## src/p1tes_pkg.sv

```systemverilog
`timescale 1ns / 1ps
// ----------------------------------------------------------------------------
// p1tes_pkg
// Shared types and constants of the P1 triangle element stiffness block.
// ----------------------------------------------------------------------------
package p1tes_pkg;

    localparam int NODE_BITS = 16;
    localparam int MATERIALS = 4;
    localparam int COND_BITS = 32;
    localparam int CFG_IDX_BITS = 8;
    localparam int DIFF_BITS = 33;
    localparam int PROD_BITS = 66;
    localparam int DELTA_BITS = 66;
    localparam int VAL_BITS = 48;
    localparam int REM_BITS = 116;
    localparam int QUO_BITS = 48;
    localparam int MAT_SEL_BITS = $clog2(MATERIALS) > 0 ? $clog2(MATERIALS) : 1;

    localparam logic [VAL_BITS-1:0] VAL_POS_MAX = {1'b0, {(VAL_BITS-1){1'b1}}};
    localparam logic [VAL_BITS-1:0] VAL_NEG_MAX = {1'b1, {(VAL_BITS-1){1'b0}}};
    localparam logic [COND_BITS-1:0] COND_RESET = 32'h0001_0000;

    typedef struct packed {
        logic [2:0][NODE_BITS-1:0] node;
        logic [2:0][DIFF_BITS-1:0] bx;
        logic [2:0][DIFF_BITS-1:0] by;
        logic [DELTA_BITS-1:0]     delta;
        logic [COND_BITS-1:0]      k;
    } tri_t;

    typedef struct packed {
        logic valid;
        logic ready;
    } hs_t;

    typedef enum logic [3:0] {
        B_IDLE,
        B_MUL_X,
        B_MUL_Y,
        B_DOT,
        B_KLO,
        B_KHI,
        B_NUM,
        B_OVF,
        B_DIV,
        B_OUT
    } back_state_t;

endpackage

```

## src/p1tes_queue.sv

```systemverilog
`timescale 1ns / 1ps
// ----------------------------------------------------------------------------
// p1tes_queue
// Two-entry queue of prepared triangles between intake and compute.
// ----------------------------------------------------------------------------
module p1tes_queue (
    input  logic            clk,
    input  logic            rst_n,
    input  p1tes_pkg::hs_t  in_hs,
    output logic            in_ready,
    input  p1tes_pkg::tri_t in_data,
    output logic            out_valid,
    input  logic            out_pop,
    output p1tes_pkg::tri_t out_data
);

    p1tes_pkg::tri_t mem [2];
    logic       wr_ptr_reg, rd_ptr_reg;
    logic [1:0] count_reg;
    logic       do_wr, do_rd;

    assign in_ready  = count_reg != 2'd2;
    assign out_valid = count_reg != 2'd0;
    assign do_wr     = in_hs.valid && in_ready;
    assign do_rd     = out_pop && out_valid;
    assign out_data  = mem[rd_ptr_reg];

    always_ff @(posedge clk or negedge rst_n)
    begin
        if (!rst_n)
        begin
            wr_ptr_reg <= 1'b0;
            rd_ptr_reg <= 1'b0;
            count_reg  <= 2'd0;
        end
        else
        begin
            if (do_wr)
            begin
                wr_ptr_reg <= !wr_ptr_reg;
            end
            if (do_rd)
            begin
                rd_ptr_reg <= !rd_ptr_reg;
            end
            if (do_wr && !do_rd)
            begin
                count_reg <= count_reg + 2'd1;
            end
            else if (do_rd && !do_wr)
            begin
                count_reg <= count_reg - 2'd1;
            end
        end
    end

    always_ff @(posedge clk)
    begin
        if (do_wr)
        begin
            mem[wr_ptr_reg] <= in_data;
        end
    end

endmodule

```

## config.mk

```make
export PLATFORM = sky130hd
export DESIGN_NAME = p1tes_queue
export DESIGN_NICKNAME = d
export VERILOG_FILES = /design/src/p1tes_pkg.sv /design/src/p1tes_queue.sv
export SDC_FILE = /design/constraint.sdc
export NUM_CORES = 1
export LEC_CHECK = 0
export BUFFER_PORTS_ARGS = -buffer_cell sky130_fd_sc_hd__buf_4
export CAP_MARGIN = 5
export CORE_AREA = 5 5 267 269
export DETAILED_ROUTE_END_ITERATION = 7
export DIE_AREA = 0 0 272 274
export PLACE_DENSITY = 0.66
export SLEW_MARGIN = 20
export SYNTH_ARGS = -nofsm -noshare
export SYNTH_HDL_FRONTEND = slang
export SYNTH_SLANG_ARGS = --single-unit
```

## constraint.sdc

```tcl
create_clock -name clk -period 28.8 [get_ports clk]
set_input_delay 5.76 -clock clk [delete_from_list [all_inputs] [get_ports clk]]
set_output_delay 5.76 -clock clk [all_outputs]
set_load 0.05 [all_outputs]
```

* Word level (Yosys, flattened, before mapping)
Memories as Yosys holds them, arrays and structs flattened.
Index checks and enable logic that the tools add are counted.
** Storage, ports and cells
- Flip-flop bits (word level) :: 4
- Bits in writable memories :: 688
- Input port bits :: 349
- Output and inout bits :: 346
- Word-level logic and storage cells :: 21
- Memories :: 1
** Cells by class
- Add/subtract/negate cells :: 2
- Equality and inequality tests :: 1
- Multiplexer cells :: 4
- Reductions and logical operators :: 10
** Memory list
- mem :: depth 2, width 344, read ports 1, clocked after Yosys merged registers in 0, write ports 1, RTL line p1tes_queue.sv:17 : p1tes_pkg::tri_t mem [2];
** Operators with widths (number)
- $logic_and A1 B1 Y1 :: 4
- $logic_not A1 Y1 :: 4
- $mux W2 :: 2
- $reduce_bool A2 Y1 :: 2
- $add A2 B1 Y2 const B :: 1
- $mux W1 :: 2
- $ne A2 B2 Y1 const B :: 1
- $sub A2 B1 Y2 const B :: 1

* Logic depth before layout (Yosys ltp)
Gate-level depths: netlist of run 1.
- Depth in word-level cells :: 6
- Mapped depth :: 7
- Mapped depth without buffers :: 7

* Least setup slack after synthesis of run 1
No wires, ideal clock.
- Path type :: input to register
- From :: input port in_hs[1] in the netlist's numbering
- To :: memory mem[0][0] in the netlist's numbering (enable)
- Setup time :: 1.059 ns
- Data arrival time :: 20.111 ns
- Data required time :: 27.741 ns
- Path slack :: 7.630 ns
- Stages on the path :: 2
- Path buffers :: 0
- Path through :: nand2_1 nor2_1
** Between the ends
- Longest elaborated chain between the ends :: 3
** RTL lines
- start: declaration :: RTL line p1tes_queue.sv:9 : input p1tes_pkg::hs_t in_hs,
- $logic_and A1 B1 Y1 :: RTL line p1tes_queue.sv:24 : assign do_wr = in_hs.valid && in_ready;
- $mux W1 :: RTL line p1tes_queue.sv:59 : if (do_wr)
- $mux W1 (implied by the code) :: RTL line p1tes_queue.sv:61 : mem[wr_ptr_reg] <= in_data;
- end: declaration :: RTL line p1tes_queue.sv:17
No other way between the ends.

==> summary.md, run 1 <==
| Metric | Value |
|---|---|
| Effective utilization at floorplan | a little under two fifths |
| FF+latch count, synth | between 600 and 700 |
| # setup viols final | 0 |
| Leak | about 13 nW |
| Buffers on Ports | 693 |
| Tmin final | between 9000 and 10000 ps |
| Flop2flop setup slack | around 25000 ps |
| Max reg flops | roughly 700 |
| Post-route DRC violation count | 0 |
| Initial antenna violation count | 3 |
| Largest net degree at the start of global routing | 150 |
| Setup Crit Path Kind | flip-flop to primary output |
| CTS tree | done |
| # clock sinks | between 600 and 700 |
| CP Max Fanout | between 70 and 80 |
| Io pins | a little under 700 |
| Routed WL | between 50000 and 60000 µm |
| Drt first pass iters | 4 |
| Post-synthesis sequential area ratio | around 83% |
| Final Hold Fails | 0 |
| Yosys cell types | 15 |
| Max VDD drop | between 90 and 100 µV |
| DP HPWL | approximately 40000 µm |
| Via count | 12900 |
| Skew-Pair Late Insertion Delay | 600 ps |
| Placer congestion estimate | 0.796 |
| Rel. slew slack | between 20 and 30% |
| Grt ovf | 0 |
| Total setup buffers inserted after CTS | 0 |
| H-Tree Level Count | 3 |
| Req. time, crit path | approximately 23000 ps |
| PwrDens | between 100 and 150 nW/µm² |
| DRT antenna net count | 0 |
| Gr usage total | ~15% |
| CTS Buf Count | 75 |
| Crit. End Element | primary output |
| FP Rows | 96 |
| Die Wd | ~270 µm |
| Maximum clock frequency | approximately 100 MHz |
| Core area | 68300 µm² |
| WL/cell | ~21 µm |
| Hold Path Class | flip-flop to flip-flop |
| Mapped Area | 25100 µm² |
| Syn Nets | 1438 |
| Final Skew | between 15 and 20 ps |
| Worst hold slack | ~520 ps |
| Worst Setup Start Kind | flip-flop |
| Nets | roughly 2200 |
| Fillcell total | roughly 5600 |
| Number of global-route vias before repair | roughly 14000 |
| Initial DRC count | about 550 |
| Die Height | approximately 270 µm |
| RSZ-0062 raised after global routing | false |
| Post_cts resized | 0 |
| Synth Instances | 1088 |
| Worst Path Arrival | 4180 ps |
| Fin crit share | roughly a third |
| Die ar. | about 75000 µm² |
| Via-per-instance ratio | around 4.6 |
| Layout cells sized above 1 | 61.5% |
| Warnings, synthesis | 0 |
| Syn-to-layout area delta | 33.9% |
| Max_cap viols | 0 |
| CTS root buffer | clkbuf_16 |
| Pre-CTS setup slack | 19460 ps |
| Worst Tran Pin Value | between 1000 and 1500 ps |
| Final slew viol count | 0 |
| Post-Route Setup TNS | 0 ps |
| Clk slew on worst S/H paths | approximately 60 ps |
| Syn_area_per_cell | 23.1 µm² |
| Bufs on Longest Clock Path | 3 |
| Post-route setup slack | roughly 19000 ps |
| Status | finished clean |
| First-pass GRT wire length | 85600 µm |
| # hold bufs at CTS | 0 |
==> layout by cell type (no fill, tap or decap), drive strengths merged <==
master    netlist  final
ha              1      1
clkinvlp        0      3
clkinv          0     33
bufinv          0      3
or2             1      1
diode           0      3
nand2           2      2
buf            38    705
clkbuf          0     87
dfrtp           4      4
inv             1      5
mux2          344    344
xor2            2      2
nand2b          1      1
edfxtp        688    688
xnor2           3      3
nor2            2      2
and3            1      1
==> worst max-delay path: stages, from the launching register on <==
cell     delay, ps
dfrtp_4       1010
buf_4          900
buf_4          920
mux2_2         440
buf_4          190
==> cell usage after synthesis, drive strengths merged <==
cell,instances,area [µm²]
nand2b,1,6.26
or2,1,6.26
xnor2,3,26.3
edfxtp,688,20700
xor2,2,17.5
ha,1,12.5
and3,1,6.26
nor2,2,7.51
mux2,344,4060
buf,38,228
inv,1,3.75
nand2,2,7.51
dfrtp,4,100
==> where the power goes <==
| part | total, mW | internal (mW) | leakage, nW | switching (mW) |
|---|---|---|---|---|
| Clock | 0.899 | 0.514 | 1.13 | 0.385 |
| Combinational | 1.78 | 0.564 | 5.01 | 1.22 |
| Sequential | 1.44 | 1.38 | 6.44 | 0.0627 |
==> metal layers <==
| layer | wire (µm) | part of all wire [%] | GRT usage (%) |
|---|---|---|---|
| met5 | 7 | 0.012 | 0 |
| met4 | 1430 | 2.4 | 4.99 |
| met3 | 6360 | 11 | 7.23 |
| met2 | 31300 | 53 | 27.1 |
| met1 | 20400 | 34 | 15.5 |
==> cells by family after synthesis <==
logic type | synth area share (%)
buffers and inverters | 0.921
XOR/XNOR | 0.174
multiplexers | 16.2
flip-flops | 82.6
adder cells (fa/ha/maj) | 0.0498
AND/OR/NAND/NOR | 0.134
==> area by class of cell <==
type,count,area [µm²],share of cell area (%)
sequential,692,20800,61.7
timing repair buffer,705,5310,15.8
multi-input combinational,357,4160,12.4
clock buffer,87,1940,5.77
tap,882,1100,3.28
clock inverter,43,370,1.10
antenna,3,7.51,0.0223
inverter,1,3.75,0.0112
==> worst paths after layout <==
| check | from | end | depth (start not counted) |
|---|---|---|---|
| worst max-delay path | rd_ptr_reg$_DFFE_PN0P_ | out_data[182] | 4 |
| min in group asynchronous | rst_n | rd_ptr_reg$_DFFE_PN0P_ | 1 |
| worst min-delay path | count_reg[1]$_DFFE_PN0P_ | count_reg[1]$_DFFE_PN0P_ | 1 |
| max in group asynchronous | rst_n | rd_ptr_reg$_DFFE_PN0P_ | 1 |
| worst min register to register | count_reg[1]$_DFFE_PN0P_ | count_reg[1]$_DFFE_PN0P_ | 1 |
| worst max register to register | count_reg[0]$_DFFE_PN0P_ | mem[0][184]$_DFFE_PP_ | 6 |
==> stage by stage <==
stage / power [mW] / instances / instance area (µm²) / util, %
CTS: 4.18 / 2767 / 33700 / 49.2
floorplan: 2.84 / 1088 / 25100 / -
global route: 4.29 / 2769 / 33700 / 49.2
detailed placement: 3.27 / 2637 / 31300 / 45.9
global placement: 3.25 / 2637 / 31300 / 45.9
finish: 4.13 / 2770 / 33700 / 49.3
No activity file was read; power rests on OpenSTA's default activity.
==> run 2, diff against run 1 <==
PLACE_DENSITY = 0.68   (was 0.66)
clock period = 8.25 ns   (was 28.8 ns; I/O delays follow)
==> run 2 against run 1 <==
Via count down 0.16%. Die area unchanged. Critical path type unchanged. Largest cell class unchanged. First-iteration DRC count up 19%.
==> summary.md, run 2 (same netlist as run 1, synthesis figures left out) <==
| Metric | Value |
|---|---|
| Status | finished clean (unchanged) |
| Post-route DRC violation count | 0 (unchanged) |
| # clock sinks | 692 (unchanged) |
| Worst Tran Pin Value | 1190 ps (was 1050 ps) |
| Skew-Pair Late Insertion Delay | 600 ps (about the same) |
| Final Skew | 20.8 ps (was 17.5 ps) |
| CTS root buffer | clkbuf_16 (unchanged) |
| H-Tree Level Count | 3 (unchanged) |
| Placer congestion estimate | 0.799 (was 0.796) |
| Worst Setup Start Kind | flip-flop (unchanged) |
| Post-Route Setup TNS | 0 ps (unchanged) |
| PwrDens | 430 nW/µm² (was 123 nW/µm²) |
| Most frequent cells in the layout | 694 x buf_4, 688 x edfxtp_1, 294 x mux2_2 (was 704 x buf_4, 688 x edfxtp_1, 294 x mux2_2) |
| Buffers on Ports | 693 (unchanged) |
| Critical-path cell list | buf_12 > mux2_2 > buf_4 (was buf_4 > buf_4 > mux2_2 > buf_4) |
| DP HPWL | 40900 µm (was 41200 µm) |
| Gr usage total | 15.2% (was 15.1%) |
| Layout cells sized above 1 | 61.0% (was 61.5%) |
| Final slew viol count | 0 (unchanged) |
| Nets | 2177 (was 2182) |
| Total setup buffers inserted after CTS | 0 (unchanged) |
| Clk slew on worst S/H paths | 60 ps (about the same) |
| RSZ-0062 raised after global routing | false (unchanged) |
| Bufs on Longest Clock Path | 3 (unchanged) |
| Worst reg2reg endpoint | mem[1][121]$_DFFE_PP_ (was mem[0][184]$_DFFE_PP_) |
| Effective utilization at floorplan | 36.8% (unchanged) |
| Hold Path Class | flip-flop to flip-flop (unchanged) |
| Leak | 12.6 nW (about the same) |
| Routed WL | 59600 µm (was 59500 µm) |
| CP Max Fanout | 133 (was 73) |
| Post_cts resized | 0 (unchanged) |
| Fin crit share | around three fifths |
| Placed Area | 31400 µm² (was 31300 µm²) |
| CTS Buf Count | 75 (unchanged) |
| WL/cell | 21.5 µm (about the same) |
| Initial antenna violation count | 6 (was 3) |
| CTS tree | done (unchanged) |
| Fillcell total | 5587 (was 5615) |
| First-pass GRT wire length | 85400 µm (was 85600 µm) |
| Rel. slew slack | 20.9% (was 29.9%) |
| Final Hold Fails | 0 (unchanged) |
| Worst Reg2Reg Path Length in Cells | 3 (was 6) |
| Max_cap viols | 0 (unchanged) |
| Hold Path Stages | 1 (unchanged) |
| Via count | 12900 (about the same) |
| Grt ovf | 0 (unchanged) |
| Layout Utilization | 49.4% (was 49.3%) |
| CP max stage delay | 920 ps (was 1010 ps) |
| Drt first pass iters | 4 (unchanged) |
| Die Height | 274 µm (unchanged) |
| Number of global-route vias before repair | 14000 (was 14100) |
| Maximum clock frequency | 209 MHz |
| Total Power | 14.5 mW (was 4.13 mW) |
| Crit. End Element | primary output (unchanged) |
| Max reg flops | 688 (unchanged) |
| Via-per-instance ratio | 4.65 (about the same) |
| DRT antenna net count | 0 (unchanged) |
| # hold bufs at CTS | 0 (unchanged) |
| Commonest non-fill, non-tap cell in the layout | buf_4 (unchanged) |
| Critical path's slowest cell | dfrtp_4 (unchanged) |
| Flop2flop setup slack | 5450 ps (was 24870 ps) |
| FP Rows | 96 (unchanged) |
| Largest net degree at the start of global routing | 166 (was 150) |
| Tmin final | between 4000 and 5000 ps |
| Syn-to-layout area delta | 34.2% (was 33.9%) |
| Die ar. | 74500 µm² (unchanged) |
| # setup viols final | 0 (unchanged) |
| Setup Crit Path Kind | flip-flop to primary output (unchanged) |
| Hold Crit Start | count_reg[1]$_DFFE_PN0P_ (unchanged) |
| Reg2reg start | count_reg[0]$_DFFE_PN0P_ (unchanged) |
| Max VDD drop | 306 µV (was 93.3 µV) |
| Initial DRC count | 659 (was 554) |
| Worst Path Arrival | 3140 ps (was 4180 ps) |
| Core area | 68300 µm² (unchanged) |
| Design area | 33800 µm² (was 33700 µm²) |
| Hold EP | count_reg[1]$_DFFE_PN0P_ (unchanged) |
| Die Wd | 272 µm (unchanged) |
| Io pins | 695 (unchanged) |
| Req. time, crit path | 6600 ps (was 23040 ps) |
[run 2: cell types whose count changed in the layout (fill, tap and decap cells not counted), sizes merged]
| cell | delta |
|---|---|
| buf | -5 |
| bufinv | +2 |
| clkinvlp | -1 |
| clkbuf | +10 |
| inv | -1 |
| clkinv | -7 |
[run 2: metrics by stage]
stage	std cells	worst slack (ps)	hold slack, ps
detailed placement	2632	4130	497
CTS	2765	3450	505
finish	2768	3460	501
floorplan	1088	925	456
global route	2766	3340	529
global placement	2632	4170	478
[run 2: worst max-delay path: cells and delay by family, from the launching register on]
kind	cells	cell delay [ps]
DFF	1	920
muxes	1	460
buffers and inverters	2	710
[run 2: how the worst max path moves through the flow]
stage / start / to / slack, ps / cells past startpoint
after floorplan: in_hs[1] / mem[0][0]$_DFFE_PP_ / 920 / 2
after global placement: rd_ptr_reg$_DFFE_PN0P_ / out_data[109] / 4170 / 3
after detailed placement: rd_ptr_reg$_DFFE_PN0P_ / out_data[336] / 4130 / 3
after CTS: rd_ptr_reg$_DFFE_PN0P_ / out_data[109] / 3450 / 3
after global routing: rd_ptr_reg$_DFFE_PN0P_ / out_data[109] / 3340 / 3
final: rd_ptr_reg$_DFFE_PN0P_ / out_data[336] / 3460 / 3
[run 2: report_power, final]
group | switching (mW) | total, mW | internal [mW] | leakage (nW)
Combinational | 4.27 | 6.27 | 1.99 | 5.00
Sequential | 0.208 | 5.03 | 4.82 | 6.44
Clock | 1.34 | 3.21 | 1.87 | 1.15
[run 2: layer usage]
layer	vias to the layer above	GRT usage, %	wire [µm]
li1	5845	-	-
met1	6404	15.8	20300
met2	508	27.1	31200
met3	97	7.18	6340
met4	6	5.03	1730
met5	-	0	43
[run 2: cell type report]
cell class	count	area, µm²	area share (%)
sequential	692	20800	61.5
timing repair buffer	700	5330	15.8
multi-input combinational	357	4160	12.3
clock buffer	97	1980	5.87
tap	882	1100	3.27
clock inverter	36	400	1.19
antenna	3	7.51	0.0222
inverter	1	3.75	0.0111
==> run 3, diff against run 2 <==
CORE_AREA = 5 5 269 271   (was 5 5 267 269)
DIE_AREA = 0 0 274 276   (was 0 0 272 274)
PLACE_DENSITY = 0.65   (was 0.68)
clock period = 4.71 ns   (was 8.25 ns; I/O delays follow)
==> run 3 against run 2 <==
Clock power grew 78%. Clock skew grew 11 ps. Clock-buffer cell count shrank 9. Die area grew 1.5%. First-iteration DRC count grew 0.46%. Final area grew 1.1%. Hold slack lost 370 ps. Cell count grew 2.9%. Sequential power grew 75%. Non-clock buffer count grew 24. Global-route usage is essentially flat. Largest cell class unchanged. Highest routed layer is now met4.
==> summary.md, run 3 (same netlist as run 1, synthesis figures left out) <==
| Metric | Value |
|---|---|
| Status | finished clean (unchanged) |
| Sequential cell area | 20800 µm² (unchanged) |
| # clock sinks | 692 (unchanged) |
| Most frequent cells in the layout | 714 x buf_4, 688 x edfxtp_1, 294 x mux2_2 (was 694 x buf_4, 688 x edfxtp_1, 294 x mux2_2) |
| Placer congestion estimate | 0.797 (was 0.799) |
| Fin crit share | between 70% and 80% |
| Bufs on Longest Clock Path | 3 (unchanged) |
| Io pins | 695 (unchanged) |
| Buffers on Ports | 693 (unchanged) |
| Critical path's slowest cell | dfrtp_4 (unchanged) |
| Syn-to-layout area delta | 35.7% (was 34.2%) |
| CP Max Fanout | 44 (was 133) |
| Most frequent CP cell | buf_4 |
| Nets | 2200 (was 2177) |
| Leak | 12.8 nW (was 12.6 nW) |
| Die ar. | 75600 µm² (was 74500 µm²) |
| Rel. slew slack | 36.0% (was 20.9%) |
| Gr usage total | 15.2% (about the same) |
| Post_cts resized | 0 (unchanged) |
| # setup viols final | 0 (unchanged) |
| Drt first pass iters | 5 (was 4) |
| Initial antenna violation count | 5 (was 6) |
| Initial DRC count | 662 (was 659) |
| Via count | 12900 (about the same) |
| First-pass GRT wire length | 87000 µm (was 85400 µm) |
| Final slew viol count | 0 (unchanged) |
| Req. time, crit path | 3770 ps (was 6600 ps) |
| CTS root buffer | clkbuf_16 (unchanged) |
| Final Skew | 32.2 ps (was 20.8 ps) |
| RSZ-0062 raised after global routing | false (unchanged) |
| Effective utilization at floorplan | 36.2% (was 36.8%) |
| Post-route DRC violation count | 0 (unchanged) |
| Clk slew on worst S/H paths | 50 ps (was 60 ps) |
| Post-Route Setup TNS | 0 ps (unchanged) |
| Skew-Pair Late Insertion Delay | 600 ps (about the same) |
| Total setup buffers inserted after CTS | 0 (unchanged) |
| Worst Path Arrival | 2720 ps (was 3140 ps) |
| Number of global-route vias before repair | 14100 (was 14000) |
| CTS Buf Count | 74 (was 75) |
| Layout cells sized above 1 | 61.8% (was 61.0%) |
| CTS tree | done (unchanged) |
| Via-per-instance ratio | 4.54 (was 4.65) |
| H-Tree Level Count | 3 (unchanged) |
| Reg2reg start | count_reg[0]$_DFFE_PN0P_ (unchanged) |
| Worst hold slack | 135 ps (was 501 ps) |
| FP Rows | 97 (was 96) |
| CP max stage delay | 970 ps (was 920 ps) |
| Routed WL | 60600 µm (was 59600 µm) |
| WL/cell | 21.3 µm (was 21.5 µm) |
| Largest net degree at the start of global routing | 117 (was 166) |
| Core area | 69500 µm² (was 68300 µm²) |
| Crit. End Element | primary output (unchanged) |
| Die Wd | 274 µm (was 272 µm) |
| DRT antenna net count | 0 (unchanged) |
| Die Height | 276 µm (was 274 µm) |
| DP HPWL | 43700 µm (was 40900 µm) |
| Worst Tran Pin Value | 960 ps (was 1190 ps) |
| PwrDens | 752 nW/µm² (was 430 nW/µm²) |
| Setup Crit Path Kind | flip-flop to primary output (unchanged) |
| Area of the multi-input gates | 4180 µm² (was 4160 µm²) |
| Max reg flops | 688 (unchanged) |
| Max VDD drop | 508 µV (was 306 µV) |
| Grt ovf | 0 (unchanged) |
| Commonest non-fill, non-tap cell in the layout | buf_4 (unchanged) |
| Critical-path cell list | buf_4 > mux2_2 > buf_4 (was buf_12 > mux2_2 > buf_4) |
| Buf/Inv on CP | 2 (unchanged) |
| Max_cap viols | 0 (unchanged) |
| Final Hold Fails | 0 (unchanged) |
| Hold Path Class | input port to async pin (was flip-flop to flip-flop) |
| Tmin final | ~3700 ps |
| CP Launch Point | rd_ptr_reg$_DFFE_PN0P_ (unchanged) |
| Top Family by Delay on Critical Path | flip-flops (unchanged) |
| # hold bufs at CTS | 0 (unchanged) |
| Maximum clock frequency | between 200 and 300 MHz |
| Fillcell total | 5776 (was 5587) |
| Worst Setup Start Kind | flip-flop (unchanged) |
-- run 3: changes by cell type in the layout (fill, tap and decap cells not counted), moves of 2 or more --
cell | previous run | this run
buf_4 | 694 | 714
buf_12 | 6 | 10
clkbuf_1 | 21 | 12
bufinv_16 | 5 | 7
clkinv_1 | 12 | 17
-- run 3: path summary, 6_finish.rpt --
path / cells after the start / to / slack, ps
setup / recovery: 3 / out_data[144] / 1040
hold / removal: 1 / rd_ptr_reg$_DFFE_PN0P_ / 130
setup reg to reg: 3 / mem[1][164]$_DFFE_PP_ / 2220
hold reg to reg: 1 / count_reg[1]$_DFFE_PN0P_ / 520
max in group asynchronous: 1 / rd_ptr_reg$_DFFE_PN0P_ / 4460
min in group clk: 1 / count_reg[1]$_DFFE_PN0P_ / 520
-- run 3: area by class of cell --
cell class	instances	share of cell area, %
clock inverter	44	1.40
sequential	692	60.9
tap	940	3.45
inverter	1	0.0110
antenna	3	0.0220
timing repair buffer	724	16.3
multi-input combinational	357	12.3
clock buffer	88	5.71
-- run 3: per-layer routing --
metal / GRT usage, % / part of all wire [%] / vias to the layer above
li1: - / - / 5896
met1: 15.8 / 34 / 6425
met2: 27.2 / 52 / 515
met3: 6.80 / 11 / 108
met4: 5.26 / 3.1 / 0
met5: 0 / 0 / -
-- run 3: power by group --
group / internal, mW / switching (mW) / leakage, nW / total (mW)
combinational: 3.60 / 7.55 / 5.14 / 11.1
clock: 3.37 / 2.34 / 1.18 / 5.71
sequential: 8.41 / 0.374 / 6.44 / 8.78
-- run 3: per-stage QoR --
step                std cells  setup WS (ps)  util (%)  total power, mW  area [µm²]
floorplan                1088          -1800         -             16.9       25200
finish                   2849           1040      49.1             25.6       34100
detailed placement       2714           1640      45.6             20.2       31700
global placement         2714           1640      45.6             20.1       31700
global route             2848            931      49.1             26.6       34100
CTS                      2846            956      49.1             26.0       34100
-- run 3: worst reg2reg max path: cells and delay by family (launching register included) --
family | cells | cell delay (ps)
and+or+nand+nor | 2 | 1100
buffers and inverters | 1 | 590
DFF | 1 | 410
